--- config.mk ---
export PLATFORM = sky130hd
export DESIGN_NAME = c_constant_token_recognizer
export DESIGN_NICKNAME = d
export VERILOG_FILES = /design/src/sv/cctr_pkg.sv /design/src/sv/cctr_step.sv /design/src/sv/cctr_start.sv /design/src/sv/cctr_outq.sv /design/src/sv/c_constant_token_recognizer.sv
export SDC_FILE = /design/constraint.sdc
export NUM_CORES = 1
export LEC_CHECK = 0
export BUFFER_PORTS_ARGS = -buffer_cell sky130_fd_sc_hd__buf_2
export CORE_MARGIN = 2
export CORE_UTILIZATION = 45
export CTS_CLUSTER_DIAMETER = 100
export DETAILED_ROUTE_END_ITERATION = 8
export PLACE_DENSITY = 0.61
export SYNTH_ARGS = -nofsm -noshare
export SYNTH_HDL_FRONTEND = slang
export SYNTH_HIERARCHICAL = 1
export SYNTH_SLANG_ARGS = --single-unit
--- constraint.sdc ---
create_clock -name i_clk -period 5.3 [get_ports i_clk]
set_input_delay 0.53 -clock i_clk [delete_from_list [all_inputs] [get_ports i_clk]]
set_output_delay 0.53 -clock i_clk [all_outputs]
set_load 0.01 [all_outputs]
--- src/sv/cctr_pkg.sv ---
// ----------------------------------------------------------------------------
// cctr_pkg: shared types and constants of the C constant token recognizer
// Phase codes, flag positions, kind and suffix codes, the result record.
// ----------------------------------------------------------------------------
package cctr_pkg;

    localparam int unsigned MaxTokenLen = 255;

    // Scan phases, one-hot
    typedef enum logic [15:0] {
        PH_IDLE   = 16'h0001,
        PH_DONE   = 16'h0002,
        PH_CHL    = 16'h0004,
        PH_CHBODY = 16'h0008,
        PH_ZERO   = 16'h0010,
        PH_DEC    = 16'h0020,
        PH_HEX    = 16'h0040,
        PH_ZFLT   = 16'h0080,
        PH_FRAC   = 16'h0100,
        PH_EXPS   = 16'h0200,
        PH_EXPSG  = 16'h0400,
        PH_EXPD   = 16'h0800,
        PH_SU     = 16'h1000,
        PH_SUL    = 16'h2000,
        PH_SL     = 16'h4000,
        PH_SLL    = 16'h8000
    } t_phase;

    // Kind codes
    localparam logic [2:0] K_NONE = 3'd0;
    localparam logic [2:0] K_CHAR = 3'd1;
    localparam logic [2:0] K_DEC  = 3'd2;
    localparam logic [2:0] K_OCT  = 3'd3;
    localparam logic [2:0] K_HEX  = 3'd4;
    localparam logic [2:0] K_DFLT = 3'd5;
    localparam logic [2:0] K_HFLT = 3'd6;

    // Suffix codes
    localparam logic [3:0] S_INT    = 4'd0;
    localparam logic [3:0] S_UINT   = 4'd1;
    localparam logic [3:0] S_LONG   = 4'd2;
    localparam logic [3:0] S_ULONG  = 4'd3;
    localparam logic [3:0] S_LLONG  = 4'd4;
    localparam logic [3:0] S_ULLONG = 4'd5;
    localparam logic [3:0] S_WCHAR  = 4'd6;
    localparam logic [3:0] S_FLOAT  = 4'd7;
    localparam logic [3:0] S_DOUBLE = 4'd8;
    localparam logic [3:0] S_LDBL   = 4'd9;

    // Scan flag bits
    localparam int unsigned F_HEX = 0;
    localparam int unsigned F_WIDE = 1;
    localparam int unsigned F_MANT = 2;
    localparam int unsigned F_POINT = 3;
    localparam int unsigned F_SAT = 4;
    localparam int unsigned F_CONTENT = 5;
    localparam int unsigned F_OCT = 6;

    typedef struct packed {
        logic [7:0] len;
        logic [2:0] kind;
        logic [3:0] suf;
        logic       ld;
        logic       sat;
    } t_res;

    typedef struct packed {
        t_phase     phase;
        logic [7:0] len;
        logic [7:0] digits;
        logic [6:0] flags;
        logic [7:0] sfc;
        logic       esc;
    } t_scan;

    function automatic logic [7:0] upc(input logic [7:0] c);
        upc = (c >= 8'h61 && c <= 8'h7a) ? c - 8'd32 : c;
    endfunction

    function automatic logic is_dig(input logic [7:0] c);
        is_dig = (c >= 8'h30 && c <= 8'h39);
    endfunction

    function automatic logic is_hexd(input logic [7:0] c);
        is_hexd = is_dig(c) || (upc(c) >= 8'h41 && upc(c) <= 8'h46);
    endfunction

endpackage

--- src/sv/cctr_step.sv ---
// ----------------------------------------------------------------------------
// cctr_step: one character step of the constant scanner
// Pure logic: current scan state and a character give the next state and
// at most one decided result.
// ----------------------------------------------------------------------------
module cctr_step (
    input  cctr_pkg::t_scan i_s,
    input  logic [7:0]      i_c,
    output cctr_pkg::t_scan o_s,
    output logic            o_emit,
    output cctr_pkg::t_res  o_res
);
    logic [7:0] u;
    logic       hex;

    always_comb begin
        u   = cctr_pkg::upc(i_c);
        hex = i_s.flags[cctr_pkg::F_HEX];
        o_s = i_s;
        o_emit = 1'b0;
        o_res  = '0;

        // Helper flow written out per phase; "consume" bumps length or sets SAT
        unique case (i_s.phase)
            cctr_pkg::PH_CHL: begin
                if (i_c == 8'h27) begin
                    consume();
                    o_s.phase = cctr_pkg::PH_CHBODY;
                end else reject();
            end
            cctr_pkg::PH_CHBODY: begin
                if (i_c == 8'h00 || i_c == 8'h0a) reject();
                else if (i_c == 8'h27 && !i_s.esc) begin
                    if (!i_s.flags[cctr_pkg::F_CONTENT]) reject();
                    else begin
                        consume();
                        tok(cctr_pkg::K_CHAR, i_s.flags[cctr_pkg::F_WIDE] ?
                            cctr_pkg::S_WCHAR : cctr_pkg::S_INT, 1'b0);
                    end
                end else begin
                    consume();
                    o_s.flags[cctr_pkg::F_CONTENT] = 1'b1;
                    o_s.esc = !i_s.esc && i_c == 8'h5c;
                end
            end
            cctr_pkg::PH_ZERO: begin
                if (i_c >= 8'h30 && i_c <= 8'h37) begin
                    consume();
                    cdig();
                end else if (u == 8'h58 && i_s.digits == 8'd1) begin
                    consume();
                    o_s.flags[cctr_pkg::F_HEX]  = 1'b1;
                    o_s.flags[cctr_pkg::F_MANT] = 1'b0;
                    o_s.digits = '0;
                    o_s.phase  = cctr_pkg::PH_HEX;
                end else if (i_c == 8'h38 || i_c == 8'h39) begin
                    consume();
                    o_s.phase = cctr_pkg::PH_ZFLT;
                end else if (i_c == 8'h2e) to_frac();
                else if (u == 8'h45) start_exp();
                else if (u == 8'h50) reject();
                else begin
                    o_s.flags[cctr_pkg::F_OCT] = 1'b1;
                    int_end();
                end
            end
            cctr_pkg::PH_DEC: begin
                if (cctr_pkg::is_dig(i_c)) begin
                    consume();
                    cdig();
                end else if (i_c == 8'h2e) to_frac();
                else if (u == 8'h45) start_exp();
                else if (u == 8'h50) reject();
                else int_end();
            end
            cctr_pkg::PH_HEX: begin
                if (cctr_pkg::is_hexd(i_c)) begin
                    consume();
                    cdig();
                    o_s.flags[cctr_pkg::F_MANT] = 1'b1;
                end else if (i_c == 8'h2e) to_frac();
                else if (u == 8'h50) start_exp();
                else int_end();
            end
            cctr_pkg::PH_ZFLT: begin
                if (cctr_pkg::is_dig(i_c)) consume();
                else if (i_c == 8'h2e) to_frac();
                else if (u == 8'h45) start_exp();
                else reject();
            end
            cctr_pkg::PH_FRAC: begin
                if (hex ? cctr_pkg::is_hexd(i_c) : cctr_pkg::is_dig(i_c)) begin
                    consume();
                    o_s.flags[cctr_pkg::F_MANT] = 1'b1;
                end else if (u == (hex ? 8'h50 : 8'h45)) start_exp();
                else if (!i_s.flags[cctr_pkg::F_MANT] || hex) reject();
                else float_end();
            end
            cctr_pkg::PH_EXPS: begin
                if (i_c == 8'h2b || i_c == 8'h2d) begin
                    consume();
                    o_s.phase = cctr_pkg::PH_EXPSG;
                end else if (cctr_pkg::is_dig(i_c)) begin
                    consume();
                    o_s.phase = cctr_pkg::PH_EXPD;
                end else reject();
            end
            cctr_pkg::PH_EXPSG: begin
                if (cctr_pkg::is_dig(i_c)) begin
                    consume();
                    o_s.phase = cctr_pkg::PH_EXPD;
                end else reject();
            end
            cctr_pkg::PH_EXPD: begin
                if (cctr_pkg::is_dig(i_c)) consume();
                else float_end();
            end
            cctr_pkg::PH_SU: begin
                if (u == 8'h4c) begin
                    consume();
                    o_s.sfc   = i_c;
                    o_s.phase = cctr_pkg::PH_SUL;
                end else int_done(cctr_pkg::S_UINT);
            end
            cctr_pkg::PH_SUL: begin
                if (i_c == i_s.sfc) begin
                    consume();
                    int_done(cctr_pkg::S_ULLONG);
                end else int_done(cctr_pkg::S_ULONG);
            end
            cctr_pkg::PH_SL: begin
                if (i_c == i_s.sfc) begin
                    consume();
                    o_s.phase = cctr_pkg::PH_SLL;
                end else if (u == 8'h55) begin
                    consume();
                    int_done(cctr_pkg::S_ULONG);
                end else int_done(cctr_pkg::S_LONG);
            end
            cctr_pkg::PH_SLL: begin
                if (u == 8'h55) begin
                    consume();
                    int_done(cctr_pkg::S_ULLONG);
                end else int_done(cctr_pkg::S_LLONG);
            end
            default: begin
            end
        endcase
    end

    // Step helpers; they act on o_s / o_res of the enclosing block
    function automatic void consume();
        if (o_s.len < 8'(cctr_pkg::MaxTokenLen)) o_s.len = o_s.len + 8'd1;
        else o_s.flags[cctr_pkg::F_SAT] = 1'b1;
    endfunction

    function automatic void cdig();
        if (o_s.digits != 8'hff) o_s.digits = o_s.digits + 8'd1;
    endfunction

    function automatic void reject();
        o_emit = 1'b1;
        o_res  = '0;
        o_s.phase = cctr_pkg::PH_DONE;
    endfunction

    function automatic void tok(input logic [2:0] k, input logic [3:0] s, input logic l);
        o_emit = 1'b1;
        o_res.len  = o_s.len;
        o_res.kind = k;
        o_res.suf  = s;
        o_res.ld   = l;
        o_res.sat  = o_s.flags[cctr_pkg::F_SAT];
        o_s.phase  = cctr_pkg::PH_DONE;
    endfunction

    function automatic void int_done(input logic [3:0] s);
        tok(o_s.flags[cctr_pkg::F_HEX] ? cctr_pkg::K_HEX :
            (o_s.flags[cctr_pkg::F_OCT] ? cctr_pkg::K_OCT : cctr_pkg::K_DEC),
            s, o_s.digits >= 8'd10);
    endfunction

    function automatic void int_end();
        if (o_s.flags[cctr_pkg::F_HEX] && o_s.digits == 8'd0) reject();
        else if (u == 8'h55) begin
            consume();
            o_s.phase = cctr_pkg::PH_SU;
        end else if (u == 8'h4c) begin
            consume();
            o_s.sfc   = i_c;
            o_s.phase = cctr_pkg::PH_SL;
        end else int_done(cctr_pkg::S_INT);
    endfunction

    function automatic void float_end();
        logic [2:0] k;
        k = o_s.flags[cctr_pkg::F_HEX] ? cctr_pkg::K_HFLT : cctr_pkg::K_DFLT;
        if (u == 8'h46) begin
            consume();
            tok(k, cctr_pkg::S_FLOAT, 1'b0);
        end else if (u == 8'h4c) begin
            consume();
            tok(k, cctr_pkg::S_LDBL, 1'b0);
        end else tok(k, cctr_pkg::S_DOUBLE, 1'b0);
    endfunction

    function automatic void start_exp();
        if (!o_s.flags[cctr_pkg::F_MANT]) reject();
        else begin
            consume();
            o_s.phase = cctr_pkg::PH_EXPS;
        end
    endfunction

    function automatic void to_frac();
        consume();
        o_s.flags[cctr_pkg::F_POINT] = 1'b1;
        o_s.phase = cctr_pkg::PH_FRAC;
    endfunction

endmodule

--- src/sv/cctr_start.sv ---
// ----------------------------------------------------------------------------
// cctr_start: token start decode
// Opens a fresh scan state from the first character of a token.
// ----------------------------------------------------------------------------
module cctr_start (
    input  logic [7:0]      i_c,
    output cctr_pkg::t_scan o_s,
    output logic            o_emit
);
    always_comb begin
        o_s = '0;
        o_s.phase = cctr_pkg::PH_DONE;
        o_s.len   = 8'd1;
        o_emit    = 1'b0;
        if (i_c == 8'h4c) begin
            o_s.flags[cctr_pkg::F_WIDE] = 1'b1;
            o_s.phase = cctr_pkg::PH_CHL;
        end else if (i_c == 8'h27) begin
            o_s.phase = cctr_pkg::PH_CHBODY;
        end else if (cctr_pkg::is_dig(i_c)) begin
            o_s.digits = 8'd1;
            o_s.flags[cctr_pkg::F_MANT] = 1'b1;
            o_s.phase = (i_c == 8'h30) ? cctr_pkg::PH_ZERO : cctr_pkg::PH_DEC;
        end else if (i_c == 8'h2e) begin
            o_s.flags[cctr_pkg::F_POINT] = 1'b1;
            o_s.phase = cctr_pkg::PH_FRAC;
        end else begin
            // cannot begin a constant: reject at once
            o_s.len = 8'd0;
            o_emit  = 1'b1;
        end
    end
endmodule

--- src/sv/cctr_outq.sv ---
// ----------------------------------------------------------------------------
// cctr_outq: result queue
// Four-entry FIFO of result records; the producer checks room for two.
// ----------------------------------------------------------------------------
module cctr_outq (
    input  logic           i_clk,
    input  logic           i_rst_n,
    input  logic [1:0]     i_push_n,
    input  cctr_pkg::t_res i_d0,
    input  logic           i_l0,
    input  cctr_pkg::t_res i_d1,
    output logic           o_room2,
    output logic           o_valid,
    output cctr_pkg::t_res o_d,
    output logic           o_last,
    input  logic           i_ready
);
    // entry: result record plus last flag
    logic [17:0] r_mem [4];
    logic [1:0]  r_rp, r_wp, n_rp, n_wp;
    logic [2:0]  r_cnt, n_cnt;
    logic        pop;

    assign pop     = o_valid && i_ready;
    assign o_valid = r_cnt != 3'd0;
    assign {o_d, o_last} = r_mem[r_rp];
    assign o_room2 = (r_cnt - {2'b0, pop}) <= 3'd2;

    always_comb begin
        n_rp  = r_rp + {1'b0, pop};
        n_wp  = r_wp + i_push_n;
        n_cnt = r_cnt + {1'b0, i_push_n} - {2'b0, pop};
    end

    always_ff @(posedge i_clk) begin
        if (i_push_n != 2'd0) r_mem[r_wp] <= {i_d0, i_l0};
        if (i_push_n == 2'd2) r_mem[r_wp + 2'd1] <= {i_d1, 1'b1};
        if (!i_rst_n) begin
            r_rp  <= '0;
            r_wp  <= '0;
            r_cnt <= '0;
        end else begin
            r_rp  <= n_rp;
            r_wp  <= n_wp;
            r_cnt <= n_cnt;
        end
    end
endmodule

--- src/sv/c_constant_token_recognizer.sv ---
// Output: a decided result is registered in the result queue.
// Throughput: one character per cycle while o_ready is high; the scan state
// loop is one logic step; a four-entry result queue decouples the output side.
// Reset: synchronous active low; scanner idle, result queue empty.
// ----------------------------------------------------------------------------
// c_constant_token_recognizer: C99 constant recognizer, one byte per request
// ----------------------------------------------------------------------------
module c_constant_token_recognizer (
    input  logic       i_clk,
    input  logic       i_rst_n,
    input  logic       i_valid,
    output logic       o_ready,
    input  logic [7:0] i_ch,
    input  logic       i_first,
    output logic       o_valid,
    input  logic       i_ready,
    output logic [7:0] o_match_length,
    output logic [2:0] o_kind,
    output logic [3:0] o_suffix_type,
    output logic       o_long_digits,
    output logic       o_length_saturated,
    output logic       o_last
);
    cctr_pkg::t_scan r_s, n_s, st_s, sp_s;
    cctr_pkg::t_res  st_res, r0, r1, qd;
    logic            st_emit, sp_emit, pend, acc, room2;
    logic [1:0]      npush;

    assign pend = r_s.phase != cctr_pkg::PH_IDLE && r_s.phase != cctr_pkg::PH_DONE;
    assign o_ready = room2;
    assign acc = i_valid && o_ready;

    cctr_step u_step (
        .i_s(r_s), .i_c(i_first ? 8'h00 : i_ch), .o_s(st_s),
        .o_emit(st_emit), .o_res(st_res)
    );
    cctr_start u_start (.i_c(i_ch), .o_s(sp_s), .o_emit(sp_emit));

    // Combine flush of the pending token with the new start
    always_comb begin
        n_s   = r_s;
        npush = 2'd0;
        r0    = st_res;
        r1    = '0;
        if (acc) begin
            if (i_first) begin
                n_s = sp_s;
                if (pend && sp_emit) begin
                    npush = 2'd2;
                end else if (pend) begin
                    npush = 2'd1;
                end else if (sp_emit) begin
                    npush = 2'd1;
                    r0 = '0;
                end
            end else begin
                n_s = st_s;
                npush = {1'b0, st_emit};
            end
        end
    end

    always_ff @(posedge i_clk) begin
        if (!i_rst_n) begin
            r_s <= '{phase: cctr_pkg::PH_IDLE, len: 8'd0, digits: 8'd0,
                     flags: 7'd0, sfc: 8'd0, esc: 1'b0};
        end else begin
            r_s <= n_s;
        end
    end

    cctr_outq u_q (
        .i_clk(i_clk), .i_rst_n(i_rst_n), .i_push_n(npush), .i_d0(r0),
        .i_l0(npush == 2'd1), .i_d1(r1), .o_room2(room2), .o_valid(o_valid),
        .o_d(qd), .o_last(o_last), .i_ready(i_ready)
    );

    assign o_match_length     = qd.len;
    assign o_kind             = qd.kind;
    assign o_suffix_type      = qd.suf;
    assign o_long_digits      = qd.ld;
    assign o_length_saturated = qd.sat;
endmodule
==> qor.csv, run 1 <==
stage,metric,value,unit
run_status,status,completed,
worst_setup_path,Worst R2R Path Depth,12,
worst_setup_path,"most used cell, CP",buf_4,
floorplan,Core Box Area,0.0251,mm²
grt,vias in the first global route,10300,
layout,layout cell share with drive strength beyond 1,15.2,%
detailed_routing,WL per Instance,22.9,µm
timing,fin crit share,90.6,%
floorplan,die area,0.0268,mm²
worst_setup_path,type of origin of the critical path,primary input,
cts,cts repair resizes,0,
run,max-capacitance violation count,0,
worst_setup_path,CP peak stage delay,0.76,ns
cts,Skew-Pair Late Insertion Delay,0.43,ns
power,Leak,5.27,nW
timing,Final Max Slew Viols,0,
timing,worst clock skew,0.0145,ns
worst_setup_path,crit-path cells,buf_4 -> nor2b_1 -> buf_4 -> xnor2_1 -> nand4_1 -> or2_2 -> a21boi_0 -> o21ai_2 -> a211oi_2 -> o2111ai_1 -> mux2_2 -> a21boi_1 -> a22oi_1 -> nor2_1,
detailed_routing,DR iter-0 viols,1274,
detailed_routing,via count,11000,
timing,Fmax,0.208,GHz
layout,post-route insts no fill,1735,
worst_setup_path,WP buf/inv,2,
timing,Rel. slew slack,14.6,%
grt,antenna violations before repair,0,
cts,"Clk pin slew, worst setup/hold paths",0.06,ns
detailed_routing,drt pass-1 iters,7,
detailed_routing,final WL,39.7,mm
timing,pin slew with the least headroom to its limit,1.27,ns
place,DP Wirelength,29.5,mm
worst_setup_path,largest delay contributor family on the critical path,compound AO/OA/AOI/OAI gates,
cts,postcts setup bufs,0,
detailed_routing,DRC viols,0,
logic_synthesis,Mapped Avg Cell Area,8.59,µm²
hold_path,hold path depth,1,
logic_synthesis,cells after synthesis,1338,
place,placed inst area,0.0120,mm²
worst_setup_path,worst endpoint required time,5.45,ns
layout,antenna cells,0,
cts,clk root buf,clkbuf_16,
worst_setup_path,Crit Path Class,in2reg,
grt,largest net degree at the start of global routing,69,
worst_setup_path,CP Data Arrival Time,4.95,ns
logic_synthesis,synth warn,6,
power,Peak VDD IR,0.232,mV
layout,fill count,2447,
hold_path,min-delay worst type,reg2reg,
cts,TritonCTS Sinks,126,
cts,CTS buffer count,17,
layout,"Design Area, Final",0.0126,mm²
place,Routability Congestion,1.06,
timing,Period minus WS final,4.80,ns
cts,H-tree depth,4,
layout,utilization after layout,50.3,%
timing,# setup viols final,0,
timing,unrepaired setup endpoints after global routing,no,
grt,Total GRT Usage,30.0,%
logic_synthesis,"Cell Area, Synth",0.0115,mm²
floorplan,DIE HEIGHT,164,µm
floorplan,Die Width,164,µm
worst_setup_path,crit-path max FO,16,
floorplan,I/O Pins,33,
timing,Hold Slack,0.491,ns
place,dpl cells,1703,
cts,post-cts hold buffer count,0,
place,IO buf count,32,
power,Pwr Density,434,mW/mm²
worst_setup_path,slowest CP cell,nor2b_1,
timing,Final Hold Vio Count,0,
grt,first-pass GRT wire length,61.4,mm
floorplan,initial cell density of the core,45.7,%
layout,Nets,1421,
floorplan,row count,58,
timing,setup TNS,0,ns
cts,Max Buffers Root-to-Sink,2,
grt,final global-route overflow total,0,
worst_setup_path,Crit path depth,14,
worst_setup_path,Crit. End Element,register,
detailed_routing,Vias/cell,6.36,
detailed_routing,Detail Route Antenna Nets,0,
layout,Syn-to-layout area delta,9.96,%
cts,TritonCTS clock tree,yes,
layout by cell type, fill, tap and decap left out, drive strengths merged, types with 7 or more instances in the layout:
| cell type | n |
|---|---|
| or2 | 20 |
| o22ai | 12 |
| edfxtp | 68 |
| or3 | 11 |
| conb | 86 |
| and3 | 18 |
| buf | 95 |
| mux4 | 18 |
| nand2 | 138 |
| a211oi | 13 |
| a22oi | 20 |
| nor2 | 112 |
| nand4 | 19 |
| xnor2 | 17 |
| nor2b | 26 |
| o211ai | 10 |
| clkbuf | 18 |
| nor4 | 26 |
| xor2 | 7 |
| nand3 | 48 |
| o21a | 9 |
| o21ai | 66 |
| o211a | 49 |
| a32oi | 8 |
| ha | 15 |
| dfxtp | 58 |
| a31oi | 16 |
| a21o | 8 |
| a21oi | 46 |
| inv | 31 |
| a21boi | 21 |
| and2 | 22 |
| a22o | 29 |
| nor3b | 11 |
| mux2i | 51 |
| nand2b | 9 |
| or4 | 11 |
| nor3 | 26 |
path summary, 6_finish.rpt:
check,from,endpoint,slack (ns)
setup / recovery,i_first,u_q/r_mem[3][10],0.50
hold / removal,u_q/r_mem[1][0],u_q/r_mem[1][0],0.49
setup reg to reg,r_s[33],u_q/r_mem[0][17],0.60
hold reg to reg,u_q/r_mem[1][0],u_q/r_mem[1][0],0.49
final cells by class:
cell class / count / area [µm²] / share of cell area, %
Inverter: 26 / 97.6 / 0.773
Sequential cell: 126 / 3200 / 25.4
Timing Repair Buffer: 95 / 636 / 5.03
Clock buffer: 18 / 429 / 3.40
Tap cell: 330 / 413 / 3.27
Multi-Input combinational cell: 1126 / 7620 / 60.4
Clock inverter: 14 / 228 / 1.80
worst register-to-register path: stages (launching register included):
cell and delay, ns:
dfxtp_1 0.39, or4_1 0.69, buf_4 0.24, nor2_1 0.33, nand3_1 0.21, o21ai_1 0.37, nor3_1 0.15, nand4_1 0.24
nand2b_1 0.11, a21oi_1 0.53, nor2_1 0.16, nor3_2 0.17, or2_1 0.72
metal layers:
| metal | track usage (%) | share of wire (%) | vias to the layer above |
|---|---|---|---|
| met3 | 4.34 | 7.1 | 130 |
| met5 | 0 | 0 | - |
| met1 | 38.4 | 41 | 5245 |
| met4 | 14.6 | 5.1 | 0 |
| met2 | 49.6 | 47 | 564 |
| li1 | - | - | 5101 |
sequential cells by signal, indices dropped and copies added (netlist names):
name / flops
u_q/r_cnt: 3
u_q/r_wp: 2
u_q/r_mem: 72
r_s: 47
u_q/r_rp: 2
stage by stage:
stage               setup slack, ns  power, mW
floorplan                    0.0754       3.45
global placement              0.209       4.06
detailed placement            0.178       4.10
CTS                           0.631       5.48
global route                  0.263       5.83
finish                        0.499       5.49
report_power, final:
group	internal [mW]	leakage [nW]	total (mW)	switching (mW)
sequential	1.31	1.15	1.65	0.339
combinational	0.984	3.80	2.47	1.49
clock	0.847	0.317	1.36	0.517
total	3.14	5.27	5.49	2.34
(Power assumes the default switching activity.)
==> run 2, diff against run 1 <==
==> constraint.sdc (replaced) <==
create_clock -name i_clk -period 5.3 [get_ports i_clk]
set_input_delay 1.06 -clock i_clk [delete_from_list [all_inputs] [get_ports i_clk]]
set_output_delay 1.06 -clock i_clk [all_outputs]
set_load 0.01 [all_outputs]
==> run 2 against run 1 <==
Net effect: sequential power hardly changed; count of clock-buffer cells in the layout stayed put; global-route usage is 1.2 points higher; largest cell class unchanged.
==> qor.csv, run 2 (same netlist as run 1, synthesis figures left out) <==
stage,metric,value,unit,change
floorplan,I/O Pins,33,,unchanged
detailed_routing,final WL,41.2,mm,+3.8%
floorplan,die area,0.0268,mm²,unchanged
layout,layout cell share with drive strength beyond 1,15.4,%,+0.24 points
timing,fin crit share,90.4,%,-0.21 points
place,worst slack at placement,0.140,ns,-0.0384 ns
cts,TritonCTS clock tree,yes,,
grt,grt met1 use,38.6,%,+0.25 points
cts,Max Buffers Root-to-Sink,2,,unchanged
layout,antenna cells,0,,unchanged
cts,CTS buffer count,17,,unchanged
worst_setup_path,reg2reg setup slack,0.69,ns,+0.09 ns
layout,most frequent cells in the layout,"nand2_1 (138), nor2_1 (107), conb_1 (86), edfxtp_1 (68), buf_4 (60)",,
cts,clk root buf,clkbuf_16,,
worst_setup_path,Reg2Reg Launch Point,r_s[33],,
timing,unrepaired setup endpoints after global routing,no,,
cts,Skew-Pair Late Insertion Delay,0.43,ns,about the same
worst_setup_path,Reg2Reg Capture Point,u_q/r_mem[0][14],,
layout,Largest Register,u_q/r_mem,,
layout,max reg flops,72,,unchanged
timing,setup TNS,0,ns,unchanged
worst_setup_path,worst endpoint required time,5.45,ns,about the same
detailed_routing,WL per Instance,23.8,µm,+3.9%
timing,worst clock skew,0.0156,ns,+0.00112 ns
grt,vias in the first global route,10700,,+3.8%
place,Routability Congestion,1.04,,-1.5%
floorplan,initial cell density of the core,45.7,%,unchanged
timing,Period minus WS final,4.79,ns,-0.0111 ns
layout,Top Registers,"u_q/r_mem (72), r_s (47), u_q/r_cnt (3)",,
hold_path,Hold Crit Start,u_q/r_mem[1][0],,
cts,cts repair resizes,0,,unchanged
detailed_routing,DRC viols,0,,unchanged
detailed_routing,Vias/cell,6.42,,+0.94%
worst_setup_path,crit-path cells,buf_4 -> nor2b_2 -> inv_1 -> ha_1 -> o21ai_0 -> o211ai_1 -> buf_4 -> o311ai_0 -> buf_4 -> nor2_1 -> o21a_1 -> a211oi_2 -> buf_4 -> o2111ai_1 -> mux2_2 -> a21boi_1 -> a22oi_1 -> nor2_1,,
cts,"Clk pin slew, worst setup/hold paths",0.07,ns,about the same
grt,largest net degree at the start of global routing,55,,-20%
grt,layer with the highest usage,met2,,
layout,fill count,2472,,+1.0%
layout,Syn-to-layout area delta,9.56,%,
grt,antenna violations before repair,0,,unchanged
layout,Nets,1419,,-0.14%
layout,"most common cell after layout, fill and taps aside",nand2_1,,
detailed_routing,DR iter-0 viols,1417,,+11%
hold_path,hold path depth,1,,unchanged
timing,# setup viols final,0,,unchanged
place,IO buf count,32,,unchanged
power,Peak VDD IR,0.217,mV,-6.8%
power,Pwr Density,425,mW/mm²,-2.2%
worst_setup_path,Worst R2R Path Depth,12,,unchanged
worst_setup_path,crit-path max FO,10,,-6
worst_setup_path,type of origin of the critical path,primary input,,
worst_setup_path,CP Data Arrival Time,4.94,ns,about the same
detailed_routing,via count,11100,,+0.82%
timing,Final Max Slew Viols,0,,unchanged
worst_setup_path,largest delay contributor family on the critical path,compound AO/OA/AOI/OAI gates,,
place,DP Wirelength,30.7,mm,+4.0%
timing,Rel. slew slack,23.3,%,+8.7 points
cts,TritonCTS Sinks,126,,unchanged
worst_setup_path,Crit Path Class,in2reg,,
cts,post-cts hold buffer count,0,,unchanged
floorplan,row count,58,,unchanged
grt,GR Layer Usage met2,51.4,%,+1.8 points
worst_setup_path,CP peak stage delay,0.52,ns,-0.24 ns
timing,worst setup margin,0.510,ns,+0.0111 ns
floorplan,Core Box Area,0.0251,mm²,unchanged
layout,utilization after layout,50.1,%,-0.18 points
run_status,status,completed,,
detailed_routing,drt pass-1 iters,6,,-1
floorplan,DIE HEIGHT,164,µm,unchanged
timing,pin slew with the least headroom to its limit,1.14,ns,-0.129 ns
hold_path,hold path endpoint,u_q/r_mem[1][0],,
detailed_routing,Detail Route Antenna Nets,0,,unchanged
power,Leak,5.23,nW,-0.71%
worst_setup_path,"most used cell, CP",buf_4,,
grt,Total GRT Usage,31.2,%,+1.2 points
hold_path,min-delay worst type,reg2reg,,
cts,postcts setup bufs,0,,unchanged
cts,H-tree depth,4,,unchanged
timing,Fmax,0.209,GHz,+0.23%
worst_setup_path,slowest CP cell,o311ai_0,,
floorplan,Die Width,164,µm,unchanged
timing,Final Hold Vio Count,0,,unchanged
worst_setup_path,Crit. End Element,register,,
run,max-capacitance violation count,0,,unchanged
grt,final global-route overflow total,0,,unchanged
worst_setup_path,WP buf/inv,5,,+3
grt,M3 GR Usage,6.49,%,+2.1 points
grt,first-pass GRT wire length,63.8,mm,+3.8%
==> run 2: report_power, final <==
group	internal, mW	switching [mW]	leakage [nW]	total, mW
Clock	0.676	0.534	0.283	1.21
Combinational	0.969	1.49	3.80	2.46
Sequential	1.31	0.366	1.15	1.68
Total	2.95	2.39	5.23	5.35
==> run 2: metrics by stage <==
step                      std cells  total power, mW  hold slack [ns]  instance area, µm²
after floorplan                1422             3.46            0.467               11800
after global placement         1701             4.10            0.477               12000
after detailed placement       1701             4.12            0.482               12000
after CTS                      1733             5.34            0.494               12600
after global routing           1733             5.69            0.512               12600
final                          1733             5.35            0.495               12600
==> run 2: metal layers <==
layer	vias up	routed length [µm]
li1	5086	-
met1	5293	16400
met2	599	19100
met3	153	3500
met4	0	2200
met5	-	0
==> run 2: cell type report <==
type	count	area, µm²	share of cell area (%)
Sequential cell	126	3200	25.4
Multi-Input combinational cell	1126	7640	60.7
Clock inverter	14	146	1.16
Inverter	26	97.6	0.775
Clock buffer	18	439	3.49
Timing Repair Buffer	93	646	5.13
Tap cell	330	413	3.28
==> run 2: how the worst max path moves through the flow <==
stage | start | end | slack (ns) | cells past startpoint
floorplan | i_first | u_q/r_mem[0][10] | 0.01 | 21
global placement | i_first | u_q/r_mem[3][10] | 0.15 | 18
detailed placement | i_first | u_q/r_mem[3][10] | 0.14 | 18
CTS | i_first | u_q/r_mem[3][10] | 0.57 | 18
global route | i_first | u_q/r_mem[1][15] | 0.30 | 16
finish | i_first | u_q/r_mem[3][10] | 0.51 | 18
==> run 3, diff against run 2 <==
CELL_PAD_IN_SITES_DETAIL_PLACEMENT = 1   (was default)
CELL_PAD_IN_SITES_GLOBAL_PLACEMENT = 1   (was default)
CORE_ASPECT_RATIO = 2   (was default)
PLACE_DENSITY = 0.76   (was 0.61)
==> run 3 against run 2 <==
Net effect: clock skew fell by 0.00083 ns; critical path depth fell by 4; via count grew 5.0%; combinational power up 9.3%.
==> qor.csv, run 3 (same netlist as run 1, synthesis figures left out) <==
stage,metric,value,unit,change
run_status,status,completed,,
detailed_routing,WL per Instance,29.0,µm,+22%
power,Clk network pwr share,21.2,%,-1.4 points
timing,Final Max Slew Viols,0,,unchanged
timing,Rel. slew slack,9.51,%,-14 points
layout,Nets,1459,,+2.8%
timing,Final Hold Vio Count,0,,unchanged
cts,Skew-Pair Late Insertion Delay,0.46,ns,+0.03 ns
cts,"Clk pin slew, worst setup/hold paths",0.07,ns,about the same
layout,max reg flops,72,,unchanged
power,sequential group share of total power,30.0,%,-1.3 points
detailed_routing,DR iter-0 viols,822,,-42%
floorplan,DIE HEIGHT,230,µm,+40%
floorplan,die area,0.0269,mm²,+0.29%
grt,largest net degree at the start of global routing,60,,+9.1%
worst_setup_path,Crit Path Class,in2reg,,
cts,post-cts hold buffer count,0,,unchanged
place,Routability Congestion,1.09,,+4.4%
power,Gate power share,48.8,%,+2.7 points
floorplan,row count,82,,+41%
hold_path,Hold Crit Start,u_q/r_mem[1][0],,
worst_setup_path,CP peak stage delay,1.14,ns,+0.62 ns
worst_setup_path,Reg2Reg Launch Point,r_s[32],,
power,Pint,2.95,mW,-0.15%
cts,CTS buffer count,17,,unchanged
place,IO buf count,32,,unchanged
layout,post-route insts no fill,1781,,+2.8%
detailed_routing,drt pass-1 iters,7,,+1
worst_setup_path,type of origin of the critical path,primary input,,
detailed_routing,via count,11700,,+5.0%
layout,utilization after layout,51.5,%,+1.4 points
timing,Hold Slack,0.503,ns,+0.00875 ns
detailed_routing,DRC viols,0,,unchanged
layout,Syn-to-layout area delta,12.2,%,
timing,pin slew with the least headroom to its limit,1.35,ns,+0.209 ns
cts,postcts setup bufs,0,,unchanged
grt,first-pass GRT wire length,75.3,mm,+18%
layout,layout cell share with drive strength beyond 1,17.8,%,+2.4 points
grt,Total GRT Usage,38.9,%,+7.8 points
power,Pwr Density,429,mW/mm²,+0.85%
worst_setup_path,reg2reg setup slack,0.56,ns,-0.13 ns
place,placed inst area,0.0123,mm²,+2.6%
hold_path,hold path endpoint,u_q/r_mem[1][0],,
power,Peak VDD IR,0.259,mV,+20%
grt,antenna violations before repair,2,,+2
timing,# setup viols final,0,,unchanged
detailed_routing,Detail Route Antenna Nets,0,,unchanged
worst_setup_path,Crit. End Element,register,,
layout,Largest Register,u_q/r_mem,,
floorplan,I/O Pins,33,,unchanged
hold_path,hold path depth,1,,unchanged
worst_setup_path,Worst R2R Path Depth,13,,+1
worst_setup_path,crit-path max FO,14,,+4
floorplan,Die Width,117,µm,-29%
cts,TritonCTS Sinks,126,,unchanged
layout,"Design Area, Final",0.0129,mm²,+2.4%
cts,cts repair resizes,0,,unchanged
cts,clk root buf,clkbuf_16,,
timing,setup TNS,0,ns,unchanged
timing,worst setup margin,0.351,ns,-0.159 ns
worst_setup_path,Reg2Reg Capture Point,u_q/r_mem[2][16],,
timing,worst clock skew,0.0148,ns,-0.000835 ns
hold_path,min-delay worst type,reg2reg,,
grt,vias in the first global route,12100,,+13%
timing,fin crit share,93.4,%,+3.0 points
layout,Top Registers,"u_q/r_mem (72), r_s (47), u_q/r_cnt (3)",,
floorplan,Core Box Area,0.0250,mm²,-0.30%
worst_setup_path,CP Data Arrival Time,5.36,ns,+0.42 ns
timing,Period minus WS final,4.95,ns,+0.159 ns
detailed_routing,final WL,51.6,mm,+25%
run,max-capacitance violation count,0,,unchanged
layout,most frequent cells in the layout,"nand2_1 (138), nor2_1 (107), buf_4 (100), conb_1 (86), edfxtp_1 (68)",,
place,dpl cells,1747,,+2.7%
power,sw power,2.57,mW,+7.5%
power,Leak,5.41,nW,+3.4%
place,worst slack at placement,0.106,ns,-0.0336 ns
timing,unrepaired setup endpoints after global routing,no,,
place,DP Wirelength,40.3,mm,+32%
worst_setup_path,slowest CP cell,a211oi_1,,
cts,H-tree depth,4,,unchanged
worst_setup_path,crit-path cells,buf_4 -> nor2b_1 -> buf_4 -> and4bb_2 -> mux2i_1 -> o21ai_1 -> a211oi_1 -> a211oi_1 -> o22ai_1 -> a2111oi_0 -> a21oi_1 -> mux2i_1 -> nand2_1 -> o211a_1,,
detailed_routing,Vias/cell,6.56,,+2.2%
worst_setup_path,worst endpoint required time,5.71,ns,+0.26 ns
layout,"most common cell after layout, fill and taps aside",nand2_1,,
power,Sw Share,46.6,%,+1.8 points
cts,Max Buffers Root-to-Sink,2,,unchanged
power,total power,5.52,mW,+3.3%
timing,Fmax,0.202,GHz,-3.2%
grt,final global-route overflow total,0,,unchanged
cts,TritonCTS clock tree,yes,,
floorplan,initial cell density of the core,45.9,%,+0.14 points
[run 3: cell count changes in the layout (fill, tap and decap cells not counted), sizes merged]
cell      before  now
clkbuf        18   17
clkinvlp       2    4
buf           93  133
clkinv         4    2
inv           33   35
bufinv         1    0
diode          0    2
[run 3: how the worst max path moves through the flow]
stage,startpoint,endpoint,slack (ns)
final,i_first,r_s[24],0.35
after global routing,i_first,u_q/r_mem[2][10],0.31
after CTS,i_first,u_q/r_mem[2][10],0.58
after detailed placement,i_first,u_q/r_mem[2][11],0.11
after global placement,i_first,u_q/r_mem[3][17],0.19
after floorplan,i_first,u_q/r_mem[0][10],0.01
[run 3: routing by layer]
metal / up-vias / global-route usage (%) / share of wire (%) / routed length [µm]
li1: 5172 / - / - / -
met1: 5720 / 33.0 / 30 / 15500
met2: 518 / 69.7 / 52 / 27000
met3: 279 / 9.46 / 5.2 / 2680
met4: 2 / 38.1 / 12 / 6390
met5: - / 0 / 0.025 / 13
[run 3: power by group through the flow]
stage / logic, mW / registers, mW / clock network (mW)
final: 2.69 / 1.66 / 1.17
after floorplan: 1.97 / 1.49 / 0
after detailed placement: 2.64 / 1.67 / 0
after global routing: 2.90 / 1.69 / 1.22
after global placement: 2.55 / 1.65 / 0
after CTS: 2.66 / 1.65 / 1.19
[run 3: layout make-up]
class	instances	area [µm²]
Fill cell	3086	12100
Multi-Input combinational cell	1126	7650
Sequential cell	126	3200
Timing Repair Buffer	133	946
Clock buffer	17	425
Tap cell	336	420
Clock inverter	15	144
Inverter	26	97.6
Antenna cell	2	5.00
[run 3: critical path: cells and delay by family]
kind	cells	cell delay, ns
buffers and inverters	2	0.46
and+or+nand+nor	3	0.95
muxes	2	0.47
AOI/OAI and AO/OA	7	2.40
